<file path="src/hw/rtl/itamd_pkg.sv">
// Shared constants, codes and types for the interest table block.
// No dependencies; every other file in hw/rtl imports this package.
package itamd_pkg;

    localparam int SLOTS      = 8;
    localparam int INSTANCES  = 2;
    localparam int ENTRIES    = SLOTS * INSTANCES;
    localparam int SLOT_W     = (SLOTS > 1) ? $clog2(SLOTS) : 1;
    localparam int ADDR_W     = (ENTRIES > 1) ? $clog2(ENTRIES) : 1;

    localparam int OP_W       = 2;
    localparam int KEY_W      = 8;
    localparam int MASK_W     = 32;
    localparam int DATA_W     = 64;
    localparam int STATUS_W   = 2;
    localparam int SLOT_OUT_W = 3;

    typedef enum logic [OP_W-1:0] {
        OP_ADD = 2'd0,
        OP_MOD = 2'd1,
        OP_DEL = 2'd2,
        OP_NOP = 2'd3
    } t_op;

    typedef enum logic [STATUS_W-1:0] {
        ST_OK       = 2'd0,
        ST_EXISTS   = 2'd1,
        ST_FULL     = 2'd2,
        ST_NOTFOUND = 2'd3
    } t_status;

    // running result of one table scan
    typedef struct packed {
        logic              hit;
        logic [SLOT_W-1:0] hit_slot;
        logic              free;
        logic [SLOT_W-1:0] free_slot;
    } t_scan_res;

    // one write into the entry store
    typedef struct packed {
        logic              en;
        logic [ADDR_W-1:0] addr;
        logic              used_we;
        logic              used_val;
        logic              key_we;
        logic [KEY_W-1:0]  key;
        logic [MASK_W-1:0] mask;
        logic [DATA_W-1:0] data;
    } t_store_wr;

endpackage

</file>
<file path="src/hw/rtl/itamd_if.sv">
// Valid/ready channel interfaces for requests and responses.
// Depends on itamd_pkg for field widths.
interface itamd_req_if import itamd_pkg::*; ();
    logic              valid;
    logic              ready;
    logic [OP_W-1:0]   req_type;
    logic              instance_req;
    logic [KEY_W-1:0]  key_fd;
    logic [MASK_W-1:0] event_mask;
    logic [DATA_W-1:0] event_data;

    modport source (
        output valid, req_type, instance_req, key_fd, event_mask, event_data,
        input  ready
    );
    modport sink (
        input  valid, req_type, instance_req, key_fd, event_mask, event_data,
        output ready
    );
endinterface

interface itamd_rsp_if import itamd_pkg::*; ();
    logic                  valid;
    logic                  ready;
    logic [STATUS_W-1:0]   status;
    logic [SLOT_OUT_W-1:0] slot;

    modport source (output valid, status, slot, input ready);
    modport sink   (input valid, status, slot, output ready);
endinterface

</file>
<file path="src/hw/rtl/itamd_store.sv">
// Entry store: used bits in flops, key/mask/data in memories.
// One registered read port, one write port. Depends on itamd_pkg.
module itamd_store import itamd_pkg::*; (
    input  logic              i_clk,
    input  logic              i_rst_n,
    input  logic [ADDR_W-1:0] i_rd_addr,
    output logic              o_rd_used,
    output logic [KEY_W-1:0]  o_rd_key,
    input  t_store_wr         i_wr
);

    logic [ENTRIES-1:0] r_used;
    logic [KEY_W-1:0]   r_key_mem  [ENTRIES];
    logic [MASK_W-1:0]  r_mask_mem [ENTRIES];
    logic [DATA_W-1:0]  r_data_mem [ENTRIES];
    logic               r_rd_used;
    logic [KEY_W-1:0]   r_rd_key;

    // used bits need a defined reset
    always_ff @(posedge i_clk) begin
        if (!i_rst_n) begin
            r_used <= '0;
        end else if (i_wr.en && i_wr.used_we) begin
            r_used[i_wr.addr] <= i_wr.used_val;
        end
    end

    always_ff @(posedge i_clk) begin
        if (i_wr.en) begin
            r_mask_mem[i_wr.addr] <= i_wr.mask;
            r_data_mem[i_wr.addr] <= i_wr.data;
            if (i_wr.key_we) begin
                r_key_mem[i_wr.addr] <= i_wr.key;
            end
        end
        r_rd_used <= r_used[i_rd_addr];
        r_rd_key  <= r_key_mem[i_rd_addr];
    end

    assign o_rd_used = r_rd_used;
    assign o_rd_key  = r_rd_key;

endmodule

</file>
<file path="src/hw/rtl/itamd_scan.sv">
// Shared key compare unit: looks at one slot per cycle and keeps the
// last match and highest free slot seen. Depends on itamd_pkg.
module itamd_scan import itamd_pkg::*; (
    input  logic              i_clk,
    input  logic              i_clear,
    input  logic              i_vld,
    input  logic [SLOT_W-1:0] i_slot,
    input  logic              i_used,
    input  logic [KEY_W-1:0]  i_key_ent,
    input  logic [KEY_W-1:0]  i_key_req,
    output t_scan_res         o_res
);

    t_scan_res r_res;
    logic      w_match;

    assign w_match = i_used && (i_key_ent == i_key_req);

    // slots arrive in rising order, so a later slot simply overwrites
    always_ff @(posedge i_clk) begin
        if (i_clear) begin
            r_res <= '0;
        end else if (i_vld) begin
            if (w_match) begin
                r_res.hit      <= 1'b1;
                r_res.hit_slot <= i_slot;
            end
            if (!i_used) begin
                r_res.free      <= 1'b1;
                r_res.free_slot <= i_slot;
            end
        end
    end

    assign o_res = r_res;

endmodule

</file>
<file path="src/hw/rtl/interest_table_add_mod_del.sv">
// Interest tables: INSTANCES tables of SLOTS entries (key, event mask, data).
// Each request adds, modifies or deletes one entry of the table picked by
// instance_req and returns one response with a status and the slot touched
// (slot is zero unless status is ok). A request scans its table one slot per
// cycle through the single read port of the key memory and one shared key
// comparator, then commits one write. From its acceptance to the earliest
// next acceptance a request passes through the scan of all slots, a drain
// state for the last read to land, the commit, a done state that loads the
// response register, and the idle state. The response sits in its own
// register, so the next request is taken and scanned while a response
// still waits; it only stalls at the end if that response has not yet
// been taken. Reset clears the used bits only; the key, mask and data of
// a free slot are never used.
module interest_table_add_mod_del import itamd_pkg::*; (
    input  logic  i_clk,
    input  logic  i_rst_n,
    itamd_req_if.sink   i_req,
    itamd_rsp_if.source o_rsp
);

    typedef enum logic [2:0] {
        S_IDLE,
        S_SCAN,
        S_DRAIN,
        S_COMMIT,
        S_DONE
    } t_state;

    localparam logic [SLOT_W-1:0] LAST_SLOT = SLOT_W'(SLOTS - 1);

    t_state               r_state;
    logic [SLOT_W-1:0]    r_cnt;
    logic                 r_pend_vld;
    logic [SLOT_W-1:0]    r_pend_slot;

    // captured request
    t_op                  r_op;
    logic [ADDR_W-1:0]    r_base;
    logic [KEY_W-1:0]     r_key;
    logic [MASK_W-1:0]    r_mask;
    logic [DATA_W-1:0]    r_data;

    // result waiting for the response register
    t_status              r_res_status;
    logic [SLOT_W-1:0]    r_res_slot;

    // response register
    logic                 r_out_vld;
    t_status              r_out_status;
    logic [SLOT_OUT_W-1:0] r_out_slot;

    logic                 w_accept;
    logic [ADDR_W-1:0]    w_rd_addr;
    logic                 w_rd_used;
    logic [KEY_W-1:0]     w_rd_key;
    t_scan_res            w_scan;
    t_store_wr            w_wr;
    t_status              n_status;
    logic [SLOT_W-1:0]    n_slot;

    assign i_req.ready = (r_state == S_IDLE);
    assign w_accept    = i_req.valid && i_req.ready;
    assign w_rd_addr   = r_base + ADDR_W'(r_cnt);

    itamd_store u_store (
        .i_clk     (i_clk),
        .i_rst_n   (i_rst_n),
        .i_rd_addr (w_rd_addr),
        .o_rd_used (w_rd_used),
        .o_rd_key  (w_rd_key),
        .i_wr      (w_wr)
    );

    itamd_scan u_scan (
        .i_clk     (i_clk),
        .i_clear   (w_accept),
        .i_vld     (r_pend_vld),
        .i_slot    (r_pend_slot),
        .i_used    (w_rd_used),
        .i_key_ent (w_rd_key),
        .i_key_req (r_key),
        .o_res     (w_scan)
    );

    // commit decision from the finished scan
    always_comb begin
        n_status      = ST_OK;
        n_slot        = '0;
        w_wr          = '0;
        w_wr.key      = r_key;
        w_wr.mask     = r_mask;
        w_wr.data     = r_data;
        if (r_state == S_COMMIT) begin
            unique case (r_op)
                OP_ADD: begin
                    // duplicate check covers the whole table before the free check
                    if (w_scan.hit) begin
                        n_status = ST_EXISTS;
                    end else if (!w_scan.free) begin
                        n_status = ST_FULL;
                    end else begin
                        n_slot        = w_scan.free_slot;
                        w_wr.en       = 1'b1;
                        w_wr.addr     = r_base + ADDR_W'(w_scan.free_slot);
                        w_wr.used_we  = 1'b1;
                        w_wr.used_val = 1'b1;
                        w_wr.key_we   = 1'b1;
                    end
                end
                OP_MOD: begin
                    if (!w_scan.hit) begin
                        n_status = ST_NOTFOUND;
                    end else begin
                        n_slot    = w_scan.hit_slot;
                        w_wr.en   = 1'b1;
                        w_wr.addr = r_base + ADDR_W'(w_scan.hit_slot);
                    end
                end
                OP_DEL: begin
                    if (!w_scan.hit) begin
                        n_status = ST_NOTFOUND;
                    end else begin
                        n_slot        = w_scan.hit_slot;
                        w_wr.en       = 1'b1;
                        w_wr.addr     = r_base + ADDR_W'(w_scan.hit_slot);
                        w_wr.used_we  = 1'b1;
                        w_wr.used_val = 1'b0;
                        w_wr.mask     = '0;
                        w_wr.data     = '0;
                    end
                end
                OP_NOP: begin
                    // unused code: no change, ok with slot zero
                end
                default: begin
                end
            endcase
        end
    end

    always_ff @(posedge i_clk) begin
        if (!i_rst_n) begin
            r_state    <= S_IDLE;
            r_cnt      <= '0;
            r_pend_vld <= 1'b0;
            r_out_vld  <= 1'b0;
        end else begin
            r_pend_vld  <= (r_state == S_SCAN);
            r_pend_slot <= r_cnt;

            // in S_DONE the response register is handled below
            if (r_out_vld && o_rsp.ready && r_state != S_DONE) begin
                r_out_vld <= 1'b0;
            end

            unique case (r_state)
                S_IDLE: begin
                    if (w_accept) begin
                        r_op   <= t_op'(i_req.req_type);
                        // a single table swallows every instance number
                        r_base <= (INSTANCES > 1 && i_req.instance_req) ?
                                  ADDR_W'(SLOTS) : '0;
                        r_key  <= i_req.key_fd;
                        r_mask <= i_req.event_mask;
                        r_data <= i_req.event_data;
                        r_cnt  <= '0;
                        r_state <= S_SCAN;
                    end
                end
                S_SCAN: begin
                    if (r_cnt == LAST_SLOT) begin
                        r_state <= S_DRAIN;
                    end else begin
                        r_cnt <= r_cnt + 1'b1;
                    end
                end
                S_DRAIN: begin
                    r_state <= S_COMMIT;
                end
                S_COMMIT: begin
                    r_res_status <= n_status;
                    r_res_slot   <= n_slot;
                    r_state      <= S_DONE;
                end
                S_DONE: begin
                    // hold until the response register is free or emptying
                    if (!r_out_vld || o_rsp.ready) begin
                        r_out_vld    <= 1'b1;
                        r_out_status <= r_res_status;
                        r_out_slot   <= SLOT_OUT_W'(r_res_slot);
                        r_state      <= S_IDLE;
                    end
                end
                default: begin
                    r_state <= S_IDLE;
                end
            endcase
        end
    end

    assign o_rsp.valid  = r_out_vld;
    assign o_rsp.status = r_out_status;
    assign o_rsp.slot   = r_out_slot;

    // store is only written at commit
    a_wr_only_commit: assert property (@(posedge i_clk) disable iff (!i_rst_n)
        w_wr.en |-> (r_state == S_COMMIT))
        else $error("store write outside commit");

    // a failed request never reports a slot
    a_fail_slot_zero: assert property (@(posedge i_clk) disable iff (!i_rst_n)
        (r_out_vld && r_out_status != ST_OK) |-> (r_out_slot == '0))
        else $error("nonzero slot on failed request");

    // a pending response blocks the next one from overwriting it
    a_done_holds: assert property (@(posedge i_clk) disable iff (!i_rst_n)
        (r_state == S_DONE && r_out_vld && !o_rsp.ready) |=> (r_state == S_DONE))
        else $error("response register overwritten");

    // scan ends after the last slot was read
    a_scan_end: assert property (@(posedge i_clk) disable iff (!i_rst_n)
        (r_state == S_SCAN && r_cnt == LAST_SLOT) |=> (r_state == S_DRAIN && r_pend_vld))
        else $error("scan did not finish on last slot");

endmodule

</file>
<file path="src/flat_wrapper.sv">
// flat-port wrapper written by rule: the top's interface ports become plain ports
module interest_table_add_mod_del_flat import itamd_pkg::*;
  (i_clk, i_rst_n, i_req_valid, i_req_req_type, i_req_instance_req, i_req_key_fd, i_req_event_mask, i_req_event_data, i_req_ready, o_rsp_valid, o_rsp_status, o_rsp_slot, o_rsp_ready);
  itamd_req_if i_req_i ();
  itamd_rsp_if o_rsp_i ();
  input  logic i_clk;
  input  logic i_rst_n;
  input wire logic [$bits(i_req_i.valid)-1:0] i_req_valid;
  input wire logic [$bits(i_req_i.req_type)-1:0] i_req_req_type;
  input wire logic [$bits(i_req_i.instance_req)-1:0] i_req_instance_req;
  input wire logic [$bits(i_req_i.key_fd)-1:0] i_req_key_fd;
  input wire logic [$bits(i_req_i.event_mask)-1:0] i_req_event_mask;
  input wire logic [$bits(i_req_i.event_data)-1:0] i_req_event_data;
  output wire logic [$bits(i_req_i.ready)-1:0] i_req_ready;
  output wire logic [$bits(o_rsp_i.valid)-1:0] o_rsp_valid;
  output wire logic [$bits(o_rsp_i.status)-1:0] o_rsp_status;
  output wire logic [$bits(o_rsp_i.slot)-1:0] o_rsp_slot;
  input wire logic [$bits(o_rsp_i.ready)-1:0] o_rsp_ready;
  assign i_req_i.valid = i_req_valid;
  assign i_req_i.req_type = i_req_req_type;
  assign i_req_i.instance_req = i_req_instance_req;
  assign i_req_i.key_fd = i_req_key_fd;
  assign i_req_i.event_mask = i_req_event_mask;
  assign i_req_i.event_data = i_req_event_data;
  assign i_req_ready = i_req_i.ready;
  assign o_rsp_valid = o_rsp_i.valid;
  assign o_rsp_status = o_rsp_i.status;
  assign o_rsp_slot = o_rsp_i.slot;
  assign o_rsp_i.ready = o_rsp_ready;
  interest_table_add_mod_del u_core (.i_clk(i_clk), .i_rst_n(i_rst_n), .i_req(i_req_i), .o_rsp(o_rsp_i));
endmodule
</file>
<file path="config.mk">
export PLATFORM = sky130hd
export DESIGN_NAME = interest_table_add_mod_del_flat
export DESIGN_NICKNAME = d
export VERILOG_FILES = /design/src/hw/rtl/itamd_pkg.sv /design/src/hw/rtl/itamd_if.sv /design/src/hw/rtl/itamd_store.sv /design/src/hw/rtl/itamd_scan.sv /design/src/hw/rtl/interest_table_add_mod_del.sv /design/src/flat_wrapper.sv
export SDC_FILE = /design/constraint.sdc
export NUM_CORES = 1
export LEC_CHECK = 0
export BUFFER_PORTS_ARGS = -buffer_cell sky130_fd_sc_hd__clkbuf_2
export CORE_AREA = 2 2 122 124
export DETAILED_ROUTE_END_ITERATION = 10
export DIE_AREA = 0 0 124 126
export HOLD_SLACK_MARGIN = 0.15
export PLACE_DENSITY = 0.75
export SLEW_MARGIN = 0
export SYNTH_ARGS = -nofsm -noshare
export SYNTH_HDL_FRONTEND = slang
export SYNTH_SLANG_ARGS = --single-unit
</file>
<file path="constraint.sdc">
create_clock -name i_clk -period 2.8 [get_ports i_clk]
set_input_delay 0.42 -clock i_clk [delete_from_list [all_inputs] [get_ports i_clk]]
set_output_delay 0.42 -clock i_clk [all_outputs]
set_load 0.005 [all_outputs]
</file>
# ---- After elaboration in Yosys (flattened, before gate mapping)
# Memory sizes are Yosys's and may differ from the RTL's. A register that Yosys moved wholly into a read port is not among the register bits.
# Cells that the tools add are included.
dict set report op_classes {
  addsub 4
  order_cmp 3
  n_eq_ne 13
  n_mux 35
  n_bitwise 1
  reduce_logical 19
}
# op n
set op_table {}
lappend op_table {{3-bit two-way mux} 8}
lappend op_table {{8-bit two-way mux} 3}
lappend op_table {{16-bit bitwise mux} 1}
lappend op_table {{3-bit case mux with 5 select lines} 1}
lappend op_table {{5-bit case mux with 3 select lines} 1}
lappend op_table {{4-bit by 3-bit adder with 4-bit output} 3}
lappend op_table {{3-bit case mux with 2 select lines} 2}
lappend op_table {{3-bit AND reduction} 4}
lappend op_table {{4-bit by 5-bit < comparator with 1-bit output (second input constant)} 2}
lappend op_table {{1-bit two-way mux} 9}
lappend op_table {{8-bit == test} 1}
lappend op_table {{2-bit case mux with 2 select lines} 2}
lappend op_table {{7-bit two-way mux} 1}
lappend op_table {{3-bit by 2-bit == test with 1-bit output (second input constant)} 2}
lappend op_table {{3-bit == test (second input constant)} 2}
lappend op_table {{1-bit logical AND} 6}
lappend op_table {{2-bit two-way mux} 3}
lappend op_table {{2-bit inequality test (second input constant)} 3}
lappend op_table {{2-bit AND reduction} 3}
lappend op_table {{5-bit two-way mux} 1}
lappend op_table {{1-bit binary-select mux with 4-bit select} 1}
lappend op_table {{1-bit demux with 4-bit select} 1}
lappend op_table {{4-bit by 1-bit >= comparator with 1-bit output (second input constant)} 1}
lappend op_table {{4-bit two-way mux} 1}
lappend op_table {{13 further kinds} 13}
dict set report totals {
  regBits 60
  ram_bits 128
  inputBits 111
  out_inout_bits 7
  wordCells 94
  mem_count 1
}
# name words width rd rd_ports_with_merged_regs write_ports line
set memory_table {}
lappend memory_table {u_core.u_store.r_key_mem 16 8 1 1 1 itamd_store.sv:13} ;# logic [KEY_W-1:0] r_key_mem [ENTRIES];

# ---- Depth between registers and ports, before layout
# Gate-level depths: netlist of the first run.
dict set report logic_depth {
  depth_word 10
  mapped_depth 8
  mapped_depth_nobuf 7
}

# ---- Modules after synthesis
# A second synthesis of the first run with hierarchy kept.
dict set report unflattened {
  hier_cells 678
  area_unflattened_um2 11383.4
}
# mod instances cells_each area_each_um2 seq_area_each_um2
set modules_own_cells {}
lappend modules_own_cells {itamd_store 1 327 6048.3 4344.2}
lappend modules_own_cells {interest_table_add_mod_del 1 310 4931.0 3763.6}
lappend modules_own_cells {itamd_scan 1 41 404.1 160.2}

# ---- Worst setup path before layout of the first run
# No wires, ideal clock.
dict set report synth_path {
  path_kind {reg-to-reg}
  from {register u_core.r_op[0]}
  to {memory u_core.u_store.r_key_mem[10][0] (enable)}
  arrival_ns 1.727
  setup_slack_ns 0.703
  stages_incl_launch_ff 7
  period_less_slack_ns 2.097
  cell_sequence {edfxtp_1 inv_1 ha_1 nand4b_1 a211oi_2 nand2_1 nor2_1}
}
dict set report synth_between {
  elab_chain_len 6
  elab_cells_between_ends 9
  classes_between {2 x eq/ne; 6 x mux; 1 x reduce/logical}
}
# item line
set synth_lines {}
lappend synth_lines {{start: declaration} interest_table_add_mod_del.sv:37} ;# t_op r_op;
lappend synth_lines {{start signal: assignment} interest_table_add_mod_del.sv:159} ;# r_op <= t_op'(i_req.req_type);
lappend synth_lines {{branches (longest 2 deep; another with 5-bit case mux with 3 select lines)} -}
lappend synth_lines {{8-bit two-way mux (*)} interest_table_add_mod_del.sv:93} ;# if (r_state == S_COMMIT) begin
lappend synth_lines {{1-bit two-way mux} itamd_store.sv:32} ;# if (i_wr.key_we) begin
lappend synth_lines {{1-bit two-way mux} itamd_store.sv:29} ;# if (i_wr.en) begin
lappend synth_lines {{1-bit two-way mux (not written as such)} itamd_store.sv:33} ;# r_key_mem[i_wr.addr] <= i_wr.key;
lappend synth_lines {{end: declaration} itamd_store.sv:13}
# Mark *: on every way between the ends.

# ---- Worst setup path in the final report of the first run
dict set report layout_path {
  from {register u_core.r_op[0]}
  to {memory u_core.u_store.r_key_mem[12][6] (enable)}
}
# Same word-level chain as after synthesis.

==> results of run 1 <==
==> worst register-to-register path, delay by kind of cell (launching register included) <==
kind	cells	cell delay (ns)
adders and majority gates	1	0.32
DFF	1	0.44
and+or+nand+nor	4	1.46
==> path summary, 6_finish.rpt <==
path | start | to | slack, ns
max | u_core.r_op[0] | u_core.u_store.r_key_mem[12][6] | 0.21
min | i_req_req_type[0] | u_core.r_op[0] | 0.17
max reg2reg | u_core.r_op[0] | u_core.u_store.r_key_mem[12][6] | 0.21
min reg2reg | u_core.r_res_slot[0] | u_core.o_rsp.slot[0] | 0.43
==> cell families (layout without fill, tap and decap cells) <==
logic type / Yosys count / after routing / synth area share
adder cells (fa/ha/maj): 6 / 6 / 0.00973
buffers and inverters: 28 / 86 / 0.0199
AND/OR/NAND/NOR: 111 / 111 / 0.0716
XOR/XNOR: 5 / 5 / 0.00567
multiplexers: 49 / 49 / 0.140
AO/OA/AOI/OAI: 49 / 49 / 0.0550
flip-flops: 193 / 193 / 0.698
==> layer usage <==
| metal | up-vias | part of all wire | track usage |
|---|---|---|---|
| met5 | - | 0 | 0 |
| met4 | 0 | 0.014 | 0.0635 |
| met3 | 19 | 0.067 | 0.0525 |
| met2 | 157 | 0.49 | 0.303 |
| met1 | 2079 | 0.43 | 0.292 |
| li1 | 1847 | - | - |
==> registers in the layout (all words and copies together), names as in the netlist, 3 cells and up <==
name                      count
u_core.r_pend_slot            3
u_core.r_key                  8
u_core.u_scan.o_res           8
u_core.o_rsp.slot             3
u_core.u_store.o_rd_key       8
u_core.r_cnt                  3
u_core.u_store.r_used        16
u_core.r_state                3
u_core.r_res_slot             3
u_core.u_store.r_key_mem    128
==> cell usage after synthesis (2+ instances only) <==
cell      count  area (um^2)
a21boi_0      2         15.0
a21oi_1       7         35.0
a31oi_1       2         12.5
and2_1        2         12.5
and3_1        2         12.5
and4b_1       2         20.0
buf_1         3         11.3
buf_12        2         40.0
buf_2         7         35.0
clkbuf_1      4         15.0
dfxtp_1      41          821
edfxtp_1    152         4560
ha_1          6         75.1
inv_1        11         41.3
mux2i_1       4         40.0
mux4_1        8          210
mux4_2       37          833
nand2_1      20         75.1
nand2b_1      4         25.0
nand3_1       8         40.0
nand3b_1      2         15.0
nor2_1       47          176
nor2b_1       6         37.5
nor3_1        4         20.0
nor3_2        3         30.0
o211a_1       3         30.0
o211ai_1      2         15.0
o211ai_2      2         25.0
o21ai_0       2         10.0
o21ai_1       4         20.0
o221a_1      15          169
or2_1         2         12.5
or3_1         2         12.5
xor2_1        5         43.8
==> where the power goes <==
| group | internal [mW] | switching (mW) | total [mW] |
|---|---|---|---|
| Clock | 1.40 | 1.00 | 2.40 |
| Combinational | 0.106 | 0.109 | 0.215 |
| Sequential | 3.11 | 0.0336 | 3.14 |
==> layout make-up <==
cell class / count / area share
sequential: 193 / 0.618
multi-input combinational: 220 / 0.250
timing repair buffer: 43 / 0.0325
clock inverter: 14 / 0.0188
tap: 184 / 0.0264
inverter: 11 / 0.00474
clock buffer: 18 / 0.0493
==> impl_results.md, run 1 <==
- Setup tns final: 0 ns
- Fin Hold WS: 0.168 ns
- Layout Skew: 0.00944 ns
- Rows: 44
- Number of synthesized flops with an enable pin: 152
- Commonest non-fill, non-tap cell in the layout: edfxtp_1
- Port bufs: 21
- Pre-CTS setup slack: 0.215 ns
- H-tree levels: 4
- Worst-Skew Late Latency: 0.43 ns
- Worst vdd ir: 625 uV
- Full die area: 15600 um^2
- Max stage delay on crit path: 0.63 ns
- Routed WL per cell: 21.1 um
- CTS tree: yes
- CP delay by family, top: simple AND/OR/NAND/NOR gates
- Util after Layout: 0.609
- Most frequent cells in the layout: edfxtp_1, nor2_1, dfxtp_1
- Horiz. Die Dim: 124 um
- Bufs on Longest Clock Path: 2
- Initial drt markers: 384
- # DRC: 0
- RSZ-0062 raised after global routing: false
- Cells along the critical path: ha_1 -> nand4bb_1 -> nor2_1 -> nand2_1 -> nor2_1
- Slew margin rel.: 0.489
- Final setup viols: 0
- Final hold violation count: 0
- Startpoint types: register
- Cts hold-fix bufs: 0
- Critical path's slowest cell: nor2_1
- Die height: 126 um
- CP Max Fanout: 8
- Highest Clock Rate: 386 MHz
- Multi-input gate area: 2180 um^2
- FILL cells: 1017
- Synthesized area per cell: 17.5 um^2
- Clock sink count: 193
- HPWL Detailed: 9610 um
- Area growth syn-to-layout: 12.9%
- Root Driver: clkbuf_16
- # Post-CTS Setup Buffers: 0
- Req. time, crit path: 2.85 ns
- Overall Power: 5.76 mW
- Post-synthesis cell type count: 52
- Hold depth: 1
- GR Overflow Total: 0
- CP endpoint kind: register
- Design Area, Final: 8710 um^2
- Crit path buf inv count: 0
- Min Tclk post-route: 2.59 ns
- Max-slew violations: 0
- Synth Cell Area: 7720 um^2
- Yosys warnings: 0
- WL final: 14400 um
- Initial Util: 0.539
- Antenna diodes: 0
- Finished Layout Cells: 683
- WS Path Type: reg -> reg
- 1st-pass router iterations: 5
- Reg area: 5390 um^2
- Worst R2R Path Depth: 5
- Layout cells sized above 1: 0.236
- Arrival time worst endpoint: 2.64 ns
- Via count: 4102
- Mapped Nets: 558
- Post-DRT Antenna Nets: 0
- #FFs+latches synth: 193
- Max cap viols: 0
- Vias in the first global route: 4138
- Status: finished, final reports clean
- Placed cell area: 8120 um^2
- Via density: 6.01
- Synth async-reset ratio: 0
- PD cells: 661 nW/um^2
- Post-CTS Resized: 0
- Post-synthesis sequential area ratio: 0.698
- First-pass GRT wire length: 23000 um
- Hold WC Path Type: in -> reg
- Total CTS buffers: 17
- GRT Resource Usage Total: 0.201
- Final period util: 0.924
- Gpl congestion: 0.934
- Initial antenna violation count: 0
- Core area: 14300 um^2
- Final setup margin: 0.212 ns
- Clk slew on worst S/H paths: 0.07 ns
- Post-Synthesis Cells: 441
- # IOs: 118
- Critical Path Most Common Cell: nor2_1
- Primary FF master, synth: edfxtp_1
- Placed cells: 651
- Total leakage power: 2.91 nW
- Largest net degree at the start of global routing: 39
- Crit path depth: 5
- Nets: 603
- Slew @ Worst Pin: 0.763 ns
No activity file was read; power rests on OpenSTA's default activity.
==> inputs of run 2 (changes only) <==
--- a/config.mk
+++ b/config.mk
@@ -11,6 +11,7 @@
 export DIE_AREA = 0 0 124 126
 export HOLD_SLACK_MARGIN = 0.15
 export PLACE_DENSITY = 0.75
+export SKIP_LAST_GASP = 1
 export SLEW_MARGIN = 0
 export SYNTH_ARGS = -nofsm -noshare
 export SYNTH_HDL_FRONTEND = slang
==> constraint.sdc (replaced) <==
create_clock -name i_clk -period 3.1 [get_ports i_clk]
set_input_delay 0.31 -clock i_clk [delete_from_list [all_inputs] [get_ports i_clk]]
set_output_delay 0.31 -clock i_clk [all_outputs]
set_load 0.005 [all_outputs]
==> run 2 against run 1 <==
Against the previous run: sequential power shrank 9.2%; die area unchanged; combinational power down 13%; maximum frequency grew 7.6%; clock skew increased by 0.00072 ns; clock power shrank 7%; highest routed layer unchanged.
==> impl_results.md, run 2 (synthesized netlist as in run 1, its figures left out) <==
- H-tree levels: 4 (unchanged)
- Arrival time worst endpoint: 2.55 ns (-0.09 ns)
- Hold depth: 3 (+2)
- Min Tclk post-route: 2.40 ns (-0.184 ns)
- Reg area: 5390 um^2 (unchanged)
- Slew @ Worst Pin: 0.737 ns (-0.0258 ns)
- Die height: 126 um (unchanged)
- Post-DRT Antenna Nets: 0 (unchanged)
- # IOs: 118 (unchanged)
- Clock sink count: 193 (unchanged)
- Final setup viols: 0 (unchanged)
- Max cap viols: 0 (unchanged)
- Max-slew violations: 0 (unchanged)
- Initial Util: 0.539 (unchanged)
- Status: finished, final reports clean
- Vias in the first global route: 4207 (+1.7%)
- Slew margin rel.: 0.508 (+0.0186)
- Total CTS buffers: 17 (unchanged)
- Req. time, crit path: 3.25 ns (+0.40 ns)
- Core area: 14300 um^2 (unchanged)
- GRT Resource Usage Total: 0.206 (+0.00444)
- Nets: 615 (+2.0%)
- Commonest non-fill, non-tap cell in the layout: edfxtp_1
- Switch Pwr: 1.18 mW (+2.9%)
- First-pass GRT wire length: 23200 um (+1.0%)
- Largest registers: u_core.u_store.r_key_mem x128, u_core.u_store.r_used x16
- Hold Path End: u_core.r_state[0]
- Multi-input gate area: 2180 um^2 (unchanged)
- Full die area: 15600 um^2 (unchanged)
- # Post-CTS Setup Buffers: 0 (unchanged)
- Worst R2R Path Depth: 7 (+2)
- FILL cells: 1011 (-0.59%)
- CP Max Fanout: 7 (-1)
- PD cells: 593 nW/um^2 (-10%)
- Final hold violation count: 0 (unchanged)
- Port bufs: 21 (unchanged)
- Final period util: 0.776 (-0.149)
- Reg2reg start: u_core.r_op[0]
- Initial drt markers: 420 (+9.4%)
- Gpl congestion: 0.813 (-13%)
- Clk pwr share: 0.422 (+0.005)
- WS Path Type: reg -> reg
- HPWL Detailed: 9630 um (+0.19%)
- CTS tree: yes
- Fin Hold WS: 0.209 ns (+0.0414 ns)
- Antenna diodes: 0 (unchanged)
- Layout Skew: 0.0102 ns (+0.000720 ns)
- Setup tns final: 0 ns (unchanged)
- Seq pwr share: 0.542 (-0.003)
- Horiz. Die Dim: 124 um (unchanged)
- Logic pwr share: 0.036 (about the same)
- CP endpoint kind: register
- WL final: 14800 um (+2.8%)
- Total leakage power: 2.99 nW (+2.6%)
- R2R Path End: u_core.u_store.r_key_mem[6][3]
- RSZ-0062 raised after global routing: false
- Worst-Skew Late Latency: 0.43 ns (about the same)
- Via density: 5.93 (-1.2%)
- Number of flip-flops under the largest register name: 128 (unchanged)
- Highest Clock Rate: 416 MHz (+7.6%)
- Area growth syn-to-layout: 14.8%
- Hold WC Path Type: in -> reg
- Net Sw Frac: 0.224 (+0.0255)
- Largest net degree at the start of global routing: 33 (-15%)
- Via count: 4123 (+0.51%)
- Register bank with the most flops: u_core.u_store.r_key_mem
- # DRC: 0 (unchanged)
- R2r setup slk: 0.70 ns (+0.48 ns)
- Clk slew on worst S/H paths: 0.08 ns (about the same)
- Root Driver: clkbuf_16
- Bufs on Longest Clock Path: 2 (unchanged)
- Routed WL per cell: 21.3 um (+0.98%)
- Initial antenna violation count: 0 (unchanged)
- Layout cells sized above 1: 0.239 (+0.00227)
- Rows: 44 (unchanged)
- Startpoint types: register
- Power Internal: 4.07 mW (-12%)
- 1st-pass router iterations: 5 (unchanged)
- Post-CTS Resized: 0 (unchanged)
- Most frequent cells in the layout: edfxtp_1, nor2_1, dfxtp_1
- Worst vdd ir: 445 uV (-29%)
- Hold path start: i_req_valid
- GR Overflow Total: 0 (unchanged)
## run 2: cell count changes in the layout (fill, tap and decap cells not counted)
cell / before / now
dlygate4sd3_1: 0 / 11
inv_8: 0 / 5
clkinvlp_4: 3 / 0
bufinv_16: 3 / 1
clkinv_1: 3 / 1
clkinv_8: 0 / 2
buf_12: 1 / 2
clkbuf_1: 1 / 0
clkinv_2: 1 / 0
inv_12: 0 / 1
inv_6: 2 / 3
## run 2: final cells by class
type / count / area share
Clock buffer: 17 / 0.0480
Clock inverter: 15 / 0.0206
Inverter: 11 / 0.00466
Multi-Input combinational cell: 220 / 0.246
Sequential cell: 193 / 0.608
Tap cell: 184 / 0.0260
Timing Repair Buffer: 55 / 0.0466
## run 2: metal layers
layer  up-vias  GRT usage  share of wire  wire [um]
met2       101      0.343           0.52       7750
met5         -          0              0          0
met1      2132      0.272           0.42       6230
met3        15     0.0507          0.046        680
met4         0     0.0549         0.0085        125
li1       1875          -              -          -
## run 2: power by group through the flow
stage,combinational [mW],clock (mW),sequential [mW]
3_5_place_dp,0.176,0,2.91
3_3_place_gp,0.172,0,2.90
6_report,0.187,2.22,2.85
5_1_grt,0.203,2.33,2.85
2_1_floorplan,0.149,0,2.88
4_1_cts,0.188,2.25,2.85
## run 2: worst max-delay path by stage
stage / from / end / slack (ns) / depth (start not counted)
after floorplan: u_core.r_op[0] / u_core.u_store.r_key_mem[10][0] / 1.00 / 6
after global placement: u_core.r_op[0] / u_core.u_store.r_key_mem[6][4] / 0.76 / 7
after detailed placement: u_core.r_op[0] / u_core.u_store.r_key_mem[4][0] / 0.72 / 6
after CTS: u_core.r_op[0] / u_core.u_store.r_key_mem[4][3] / 0.68 / 6
after global routing: u_core.r_op[0] / u_core.u_store.r_key_mem[4][3] / 0.52 / 6
final: u_core.r_op[0] / u_core.u_store.r_key_mem[6][3] / 0.70 / 7
## run 2: timing repair
action / CTS / global route
endpoints found under the setup margin: 0 / 0
hold buffers: 11 / 0
endpoints found under the hold margin: 11 / 0
## run 2: worst max-delay path, cell delays in order (launching register included)
cell,delay (ns)
edfxtp_1,0.43
inv_1,0.11
ha_1,0.25
nand4b_1,0.20
a211oi_2,0.35
nand2_1,0.30
nor2_1,0.29
buf_4,0.19
## run 2: metrics by stage
stage | cells | setup WS (ns) | power [mW] | cell area [um^2] | utilization
3_3_place_gp | 652 | 0.756 | 3.07 | 8140 | 0.569
3_5_place_dp | 652 | 0.720 | 3.08 | 8140 | 0.569
5_1_grt | 695 | 0.520 | 5.39 | 8860 | 0.619
4_1_cts | 695 | 0.681 | 5.28 | 8860 | 0.619
6_report | 695 | 0.696 | 5.25 | 8860 | 0.619
2_1_floorplan | 441 | 1.00 | 3.03 | 7720 | -
